### config.mk
export PLATFORM = sky130hd
export DESIGN_NAME = mbs_ctrl
export DESIGN_NICKNAME = d
export VERILOG_FILES = /design/src/design/mbs_pkg.sv /design/src/design/mbs_ctrl.sv
export SDC_FILE = /design/constraint.sdc
export NUM_CORES = 1
export LEC_CHECK = 0
export ABC_CLOCK_PERIOD_IN_PS = 1300
export BUFFER_PORTS_ARGS = -buffer_cell sky130_fd_sc_hd__buf_4
export CAP_MARGIN = 20
export CELL_PAD_IN_SITES_DETAIL_PLACEMENT = 1
export CELL_PAD_IN_SITES_GLOBAL_PLACEMENT = 1
export CORE_AREA = 10 10 47 49
export CTS_BUF_LIST = sky130_fd_sc_hd__clkbuf_4
export CTS_CLUSTER_DIAMETER = 60
export DETAILED_ROUTE_END_ITERATION = 10
export DIE_AREA = 0 0 57 59
export PLACE_DENSITY = 0.77
export REMOVE_ABC_BUFFERS = 1
export SYNTH_ARGS = -nofsm -noshare
export SYNTH_HDL_FRONTEND = slang
export SYNTH_SLANG_ARGS = --single-unit
export TNS_END_PERCENT = 100
### constraint.sdc
create_clock -name clock -period 1.3 [get_ports clock]
set_input_delay 0.13 -clock clock [delete_from_list [all_inputs] [get_ports clock]]
set_output_delay 0.13 -clock clock [all_outputs]
set_load 0.01 [all_outputs]
### src/design/mbs_pkg.sv
// ----------------------------------------------------------------------------
// mbs_pkg: shared constants, codes and types of the maze backtracker step unit
// Field widths, event codes, register indexes and the controller/datapath
// command and status bundles.
// ----------------------------------------------------------------------------
package mbs_pkg;

   // Default sizes handed to the top level parameters.
   localparam int DEF_MAX_ROWS    = 64;
   localparam int DEF_MAX_COLS    = 64;
   localparam int DEF_STACK_DEPTH = 1024;

   // Field widths.
   localparam int PICK_W      = 8;
   localparam int EV_W        = 3;
   localparam int COORD_W     = 6;
   localparam int OP_W        = 20;
   localparam int CSR_ADDR_W  = 2;
   localparam int CSR_DATA_W  = 7;
   localparam int REQ_TDATA_W = 8;
   localparam int REQ_TUSER_W = 1;
   localparam int RSP_TDATA_W = 48;
   localparam int RSP_TUSER_W = EV_W;

   localparam logic [OP_W-1:0] OP_MAX = {OP_W{1'b1}};

   // Request kinds.
   localparam logic ACT_START = 1'b0;
   localparam logic ACT_STEP  = 1'b1;

   // Result event codes.
   localparam logic [EV_W-1:0] EV_CARVED    = 3'd0;
   localparam logic [EV_W-1:0] EV_BACKTRACK = 3'd1;
   localparam logic [EV_W-1:0] EV_DONE      = 3'd2;
   localparam logic [EV_W-1:0] EV_STARTED   = 3'd3;
   localparam logic [EV_W-1:0] EV_OVERFLOW  = 3'd4;

   // Configuration register indexes.
   localparam logic [CSR_ADDR_W-1:0] CSR_ROW_COUNT = 2'd0;
   localparam logic [CSR_ADDR_W-1:0] CSR_COL_COUNT = 2'd1;
   localparam logic [CSR_ADDR_W-1:0] CSR_START_ROW = 2'd2;
   localparam logic [CSR_ADDR_W-1:0] CSR_START_COL = 2'd3;

   typedef struct packed {
      logic load_item;
      logic clear_step;
      logic scan_step;
      logic pop_read;
      logic commit_start;
      logic commit_done;
      logic commit_carve;
      logic commit_overflow;
      logic commit_pop;
   } mbs_cmd_type;

   typedef struct packed {
      logic action;
      logic finished;
      logic clear_last;
      logic scan_last;
      logic has_cand;
      logic stack_full;
      logic stack_empty;
      logic out_free;
   } mbs_sts_type;

   // Remainder of an 8-bit value by three. Since 4 is 1 mod 3, the 2-bit
   // digits are summed first, then the small sum is reduced.
   function automatic logic [1:0] mod3(input logic [PICK_W-1:0] v);
      logic [3:0] s;
      s = 4'(v[1:0]) + 4'(v[3:2]) + 4'(v[5:4]) + 4'(v[7:6]);
      if (s >= 4'd6) s = s - 4'd6;
      if (s >= 4'd3) s = s - 4'd3;
      if (s >= 4'd3) s = s - 4'd3;
      return s[1:0];
   endfunction

endpackage

### src/design/mbs_ctrl.sv
// ----------------------------------------------------------------------------
// mbs_ctrl: sequencing controller of the maze backtracker step unit
// Walks each accepted word through clear and start phases (start words) or
// scan, decide, pop and done phases (steps) and issues commands to the datapath.
// ----------------------------------------------------------------------------
module mbs_ctrl (
   input  logic                 clock,
   input  logic                 reset,
   input  logic                 req_tvalid,
   output logic                 req_tready,
   input  mbs_pkg::mbs_sts_type sts,
   output mbs_pkg::mbs_cmd_type cmd
);
   import mbs_pkg::*;

   localparam logic [2:0] ST_IDLE     = 3'd0;
   localparam logic [2:0] ST_DISPATCH = 3'd1;
   localparam logic [2:0] ST_SCAN     = 3'd2;
   localparam logic [2:0] ST_DECIDE   = 3'd3;
   localparam logic [2:0] ST_POP      = 3'd4;
   localparam logic [2:0] ST_CLEAR    = 3'd5;
   localparam logic [2:0] ST_START    = 3'd6;
   localparam logic [2:0] ST_DONE     = 3'd7;

   logic [2:0] state_ff;
   logic [2:0] state_in;

   always_comb begin
      state_in   = state_ff;
      cmd        = '0;
      req_tready = 1'b0;
      unique case (state_ff)
         ST_IDLE: begin
            req_tready = 1'b1;
            if (req_tvalid) begin
               cmd.load_item = 1'b1;
               state_in      = ST_DISPATCH;
            end
         end
         ST_DISPATCH: begin
            if (sts.action == ACT_START) begin
               state_in = ST_CLEAR;
            end else if (sts.finished) begin
               state_in = ST_DONE;
            end else begin
               state_in = ST_SCAN;
            end
         end
         ST_SCAN: begin
            cmd.scan_step = 1'b1;
            if (sts.scan_last) begin
               state_in = ST_DECIDE;
            end
         end
         ST_DECIDE: begin
            if (sts.has_cand) begin
               if (sts.out_free) begin
                  cmd.commit_overflow = sts.stack_full;
                  cmd.commit_carve    = !sts.stack_full;
                  state_in            = ST_IDLE;
               end
            end else if (sts.stack_empty) begin
               if (sts.out_free) begin
                  cmd.commit_done = 1'b1;
                  state_in        = ST_IDLE;
               end
            end else begin
               cmd.pop_read = 1'b1;
               state_in     = ST_POP;
            end
         end
         ST_POP: begin
            if (sts.out_free) begin
               cmd.commit_pop = 1'b1;
               state_in       = ST_IDLE;
            end
         end
         ST_CLEAR: begin
            cmd.clear_step = 1'b1;
            if (sts.clear_last) begin
               state_in = ST_START;
            end
         end
         ST_START: begin
            if (sts.out_free) begin
               cmd.commit_start = 1'b1;
               state_in         = ST_IDLE;
            end
         end
         ST_DONE: begin
            if (sts.out_free) begin
               cmd.commit_done = 1'b1;
               state_in        = ST_IDLE;
            end
         end
         default: begin
            state_in = ST_IDLE;
         end
      endcase
   end

   always_ff @(posedge clock) begin
      if (reset) begin
         state_ff <= ST_IDLE;
      end else begin
         state_ff <= state_in;
      end
   end

endmodule

==> impl_results.md, run 1 <==
* Leakage at roughly 0.26 nW
* Flop pwr share at 26.7%
* Status: finished clean
* Overall power at approximately 0.52 mW
* Clk Tree Root Cell: clkbuf_4
* Diode count at 0
* Iteration count of the initial detailed-routing pass at 3
* GP Congestion at around 0.8
* Commonest non-fill, non-tap cell in the layout: buf_4
* Maxcap violations at 0
* Vias per std cell at roughly 5
* Worst Path Required at 1.17 ns
* Area growth syn-to-layout at 68.9%
* Maximum root-to-sink buffer count at 2
* Initial antenna violation count at 0
* Net switching fraction of the power at 31.6%
* Cell variety after synth at 26
* Flops & latches, synth at 3
* Final core utilization at between 30% and 40%
* Syn Area/Cell at between 6 and 7 um^2
* Avg WL per Cell at between 10 and 15 um
* FMAX at 0.785 GHz
* CTS H-tree lvls at 1
* Slew Limit Headroom at 87.1%
* Largest registers: state_ff x3
* YS warnings at 0
* Clk_lat worst skew at roughly 0.24 ns
* Post-Layout Cell Count at 86
* Port-buffer cells at 20
* Top_reg_cell synth: dfxtp_1
* Share of cells above drive strength 1 at 47.1%
* Antenna viol nets, final at 0
* Initial Utilization at 22.9%
* Fin. Hold Viols at 0
* Most frequent cells in the layout: 23 x buf_4, 5 x inv_1, 5 x nor2_1
* Post-synth ARST share at 0%
* DIE AREA at 3360 um^2
* DR DRC count at 0
* Global-route track usage on met1 at 7.88%
* Row Count at 14
* Clock transition at the registers of the reported paths at 0.03 ns
* Fin crit share at 98.0%
* Pin count of the biggest net entering global routing at 15
* M3 GR Usage at ~2.6%
* Cts hold-fix bufs at 0
* PwrDens at approximately 960 nW/um^2
* Area of the multi-input gates at 234 um^2
* Placed Area at approximately 480 um^2
* Critical path class: reg -> out
* Worst-Margin Slew at around 0.19 ns
* First-pass GRT wire length at 1.94 mm
* CTS tree: built
* DP HPWL at roughly 940 um
* Maximum fanout along the worst path at 11
* Layout Nets at 82
* GR Util met2 at between 10% and 20%
* Busiest metal layer after global routing: met2
* Dpl ws at 0.0749 ns
* WL final at 1.12 mm
* DIE WIDTH at approximately 57 um
* Ports at 21
* CP endpoint kind: output port
* VDD IR max at between 0.3 and 0.4 mV
* Final setup fails at 0
* Seq/Total Area, Yosys at 18.7%
* Startpoint Class: flip-flop
* Critical path arrival at between 1 and 1.5 ns
* Clk pwr share at approximately 36%
* P_int at roughly 0.36 mW
* Min Tclk post-route at between 1 and 1.5 ns
* Die height at between 50 and 60 um
* Synth Instances at 46
* RSZ-0062 raised after global routing: true
* Hold WC Path Type: in -> reg
* TritonCTS buffer count at 3
* Finished Cell Area at 543 um^2
* Core ar. at 1400 um^2
* Vias in the first global route at 441
* Max reg flops at 3
* Psw at about 0.16 mW
* Setup Skew at between 0.002 and 0.003 ns
* Final setup margin at around 0.026 ns
* Sequential cell area at 67.6 um^2
* Remaining Overflow, GRT at 0
* EDFF count, synth at 0
* Number of instances in the placed design at 81
* Total vias in the final route at roughly 420
* Sink Count at 3
* Comb power frac at between 30% and 40%
* DRT iter0 DRCs at 1
* Largest register by flop count: state_ff
* Synth Cell Area at between 300 and 400 um^2
* Tot GR Track Use at just over 7%
* Fillers at about 190
* Max Slew Vio Count at 0
[kinds of logic after synthesis]
logic type             share of synthesized area, %
AOI/OAI and AO/OA                              21.8
buffers and inverters                          13.2
DFF                                            18.7
muxes                                          6.61
and+or+nand+nor                                39.7
[through the flow]
step	TNS (ns)	hold WS [ns]
finish	0	0.0818
floorplan	0	0.199
CTS	0	0.0742
global placement	0	0.328
detailed placement	0	0.336
global route	-0.227	0.0926
[Yosys cell counts, types with 2 or more instances]
master	instances	area (um^2)
o21ai_0	2	10.0
and2_1	2	12.5
dfxtp_1	3	60.1
a21oi_1	3	15.0
nand2b_1	2	12.5
nand3_1	2	10.0
nor2b_1	3	18.8
nor3_1	3	15.0
nor2_1	5	18.8
inv_1	5	18.8
[critical path, stage by stage (launching register included)]
cell,delay [ns]
dfxtp_1,0.30
buf_4,0.17
nor3_2,0.17
and2_1,0.15
buf_4,0.11
[timing repair]
action                                  in CTS  in global routing
setup buffers                                0                  1
endpoints found under the setup margin       9                  5
gates resized for setup                      5                  3
cloned                                       0                  0
pin swaps                                    0                  2
[routing by layer]
layer	vias to the layer above	part of all wire, %
li1	209	-
met1	191	41
met2	13	49
met3	5	5.1
met4	0	4.1
met5	-	0
[power groups by stage]
stage / registers, mW / logic [mW] / clock network, mW
after global routing: 0.144 / 0.216 / 0.209
after floorplan: 0.135 / 0.0865 / 0
after detailed placement: 0.135 / 0.184 / 0
after global placement: 0.133 / 0.179 / 0
final: 0.139 / 0.194 / 0.188
after CTS: 0.139 / 0.188 / 0.198
[cell type report]
cell class | instances | share of cell area, %
flip-flops and latches | 3 | 12.4
multi-input cells | 35 | 43.1
clock buffers | 4 | 5.53
inverters | 5 | 3.46
well taps | 16 | 3.69
repair buffers | 23 | 31.8
[path summary, 6_finish.rpt]
path | endpoint | cells after the start | startpoint | slack [ns]
max reg2reg | state_ff[0]$_SDFFE_PP0P_ | 3 | state_ff[0]$_SDFFE_PP0P_ | 0.16
min reg2reg | state_ff[0]$_SDFFE_PP0P_ | 2 | state_ff[0]$_SDFFE_PP0P_ | 0.59
min | state_ff[2]$_SDFFE_PP0P_ | 2 | reset | 0.08
max | cmd[8] | 4 | state_ff[1]$_SDFFE_PP0P_ | 0.03
(Power assumes the default switching activity.)
==> run 2: changes to the inputs <==
- ABC_CLOCK_PERIOD_IN_PS: 1300 -> 1250
- clock period: 1.3 -> 1.25 ns (I/O delays scaled with it)
==> impl_results.md, run 2 (same netlist as run 1, synthesis figures left out) <==
* Min Tclk post-route at about 1.3 ns
* Total vias in the final route at 444
* RSZ-0062 raised after global routing: true
* Clk Tree Root Cell: clkbuf_4
* Placed Area at between 400 and 500 um^2
* Leakage at roughly 0.3 nW
* First-pass GRT wire length at between 2 and 2.5 mm
* Final core utilization at 44.6%
* VDD IR max at 0.417 mV
* Remaining Overflow, GRT at 0
* DIE WIDTH at approximately 57 um
* Worst Path Required at approximately 1.1 ns
* CP endpoint kind: output port
* WL final at approximately 1.4 mm
* Clk_lat worst skew at about 0.24 ns
* CTS tree: built
* DR DRC count at 0
* Port-buffer cells at 20
* Cell chain of the critical path: nor2b_4 > buf_4 > nand3_2 > inv_2 > buf_4
* DRT iter0 DRCs at 2
* CP max stage cell: dfxtp_4
* DIE AREA at 3360 um^2
* Die height at a little under 60 um
* CP most frequent cell: buf_4
* Vias per std cell at slightly below 5
* Failing checks: negative setup slack
* Max Slew Vio Count at 0
* Antenna viol nets, final at 0
* Largest stage delay on the critical path at about 0.36 ns
* Pin count of the biggest net entering global routing at 9
* Iteration count of the initial detailed-routing pass at 5
* Row Count at 14
* FMAX at between 0.7 and 0.8 GHz
* TritonCTS buffer count at 3
* Sink Count at 3
* Vias in the first global route at 460
* Fin crit share at 102%
* Most frequent cells in the layout: 25 x buf_4, 5 x nor2_1, 4 x inv_1, 4 x clkbuf_4, 4 x buf_6
* Critical path class: reg -> out
* Share of cells above drive strength 1 at between 50 and 60%
* Initial antenna violation count at 0
* Final setup TNS at -0.0479 ns
* Largest registers: state_ff x3
* Commonest non-fill, non-tap cell in the layout: buf_4
* Hold WS at 0.0713 ns
* Critical path arrival at 1.15 ns
* Maxcap violations at 0
* DP HPWL at around 950 um
* Slew Limit Headroom at around 85%
* Fin. Hold Viols at 0
* Diode count at 0
* Initial Utilization at a little under a quarter
* PwrDens at between 900 and 1000 nW/um^2
* Layout Nets at between 80 and 90
* Core ar. at 1400 um^2
* Tot GR Track Use at approximately 8.3%
* Max reg flops at 3
* Final setup fails at 4
* Maximum root-to-sink buffer count at 2
* Startpoint Class: flip-flop
* Maximum fanout along the worst path at 4
* Hold WC Path Type: in -> reg
* Setup Skew at ~0.0052 ns
* Final setup margin at -0.0285 ns
* Fillers at 186
* Avg WL per Cell at approximately 16 um
* CTS H-tree lvls at 1
* Worst-Margin Slew at between 0.2 and 0.25 ns
* Area growth syn-to-layout at 94.2%
* Largest register by flop count: state_ff
* Clock transition at the registers of the reported paths at 0.04 ns
* Status: finished, violations left
* GP Congestion at 0.829
* Overall power at 0.620 mW
* Finished Cell Area at between 600 and 700 um^2
* Ports at 21
## run 2: repair_timing
item,in CTS,in global routing
resized for setup,8,11
cloned,0,0
pin swaps,0,5
endpoints found under the setup margin,9,7
setup buffers,1,5
hold buffers,0,0
## run 2: worst paths after layout
check,from,endpoint,slack (ns),cells past startpoint
max reg2reg,state_ff[2]$_SDFFE_PP0P_,state_ff[1]$_SDFFE_PP0P_,0.04,4
max,state_ff[1]$_SDFFE_PP0P_,cmd[5],-0.03,5
min,reset,state_ff[2]$_SDFFE_PP0P_,0.07,2
min reg2reg,state_ff[2]$_SDFFE_PP0P_,state_ff[0]$_SDFFE_PP0P_,0.52,1
## run 2: routing by layer
layer | GRT usage [%] | wire (um) | up-vias
li1 | - | - | 218
met1 | 8.69 | 560 | 206
met2 | 13.3 | 773 | 14
met3 | 2.15 | 47 | 6
met4 | 8.05 | 62 | 0
met5 | 0 | 0 | -
## run 2: power breakdown
| group | internal [mW] | switching (mW) | leakage [nW] | total [mW] |
|---|---|---|---|---|
| sequential | 0.113 | 0.0265 | 0.0267 | 0.140 |
| clock | 0.142 | 0.0595 | 0.0184 | 0.201 |
| combinational | 0.162 | 0.117 | 0.252 | 0.279 |
| total | 0.417 | 0.203 | 0.297 | 0.620 |
## run 2: per-stage QoR
stage,worst slack [ns],instances
4_1_cts,-0.00177,87
6_report,-0.0285,92
3_3_place_gp,0.0941,82
2_1_floorplan,0.125,43
3_5_place_dp,0.0461,82
5_1_grt,-0.158,92
## run 2: area by class of cell
type	instances	area (um^2)	share of cell area (%)
flip-flops and latches	3	71.3	11.4
multi-input cells	35	251	40.3
repair buffers	29	233	37.3
inverters	5	18.8	3.01
clock buffers	4	30.0	4.81
well taps	16	20.0	3.21
## run 2: critical path, delay by kind of cell, from the launching register on
kind,cells,cell delay [ns]
flip-flops,1,0.36
buffers and inverters,3,0.30
AND/OR/NAND/NOR,2,0.25
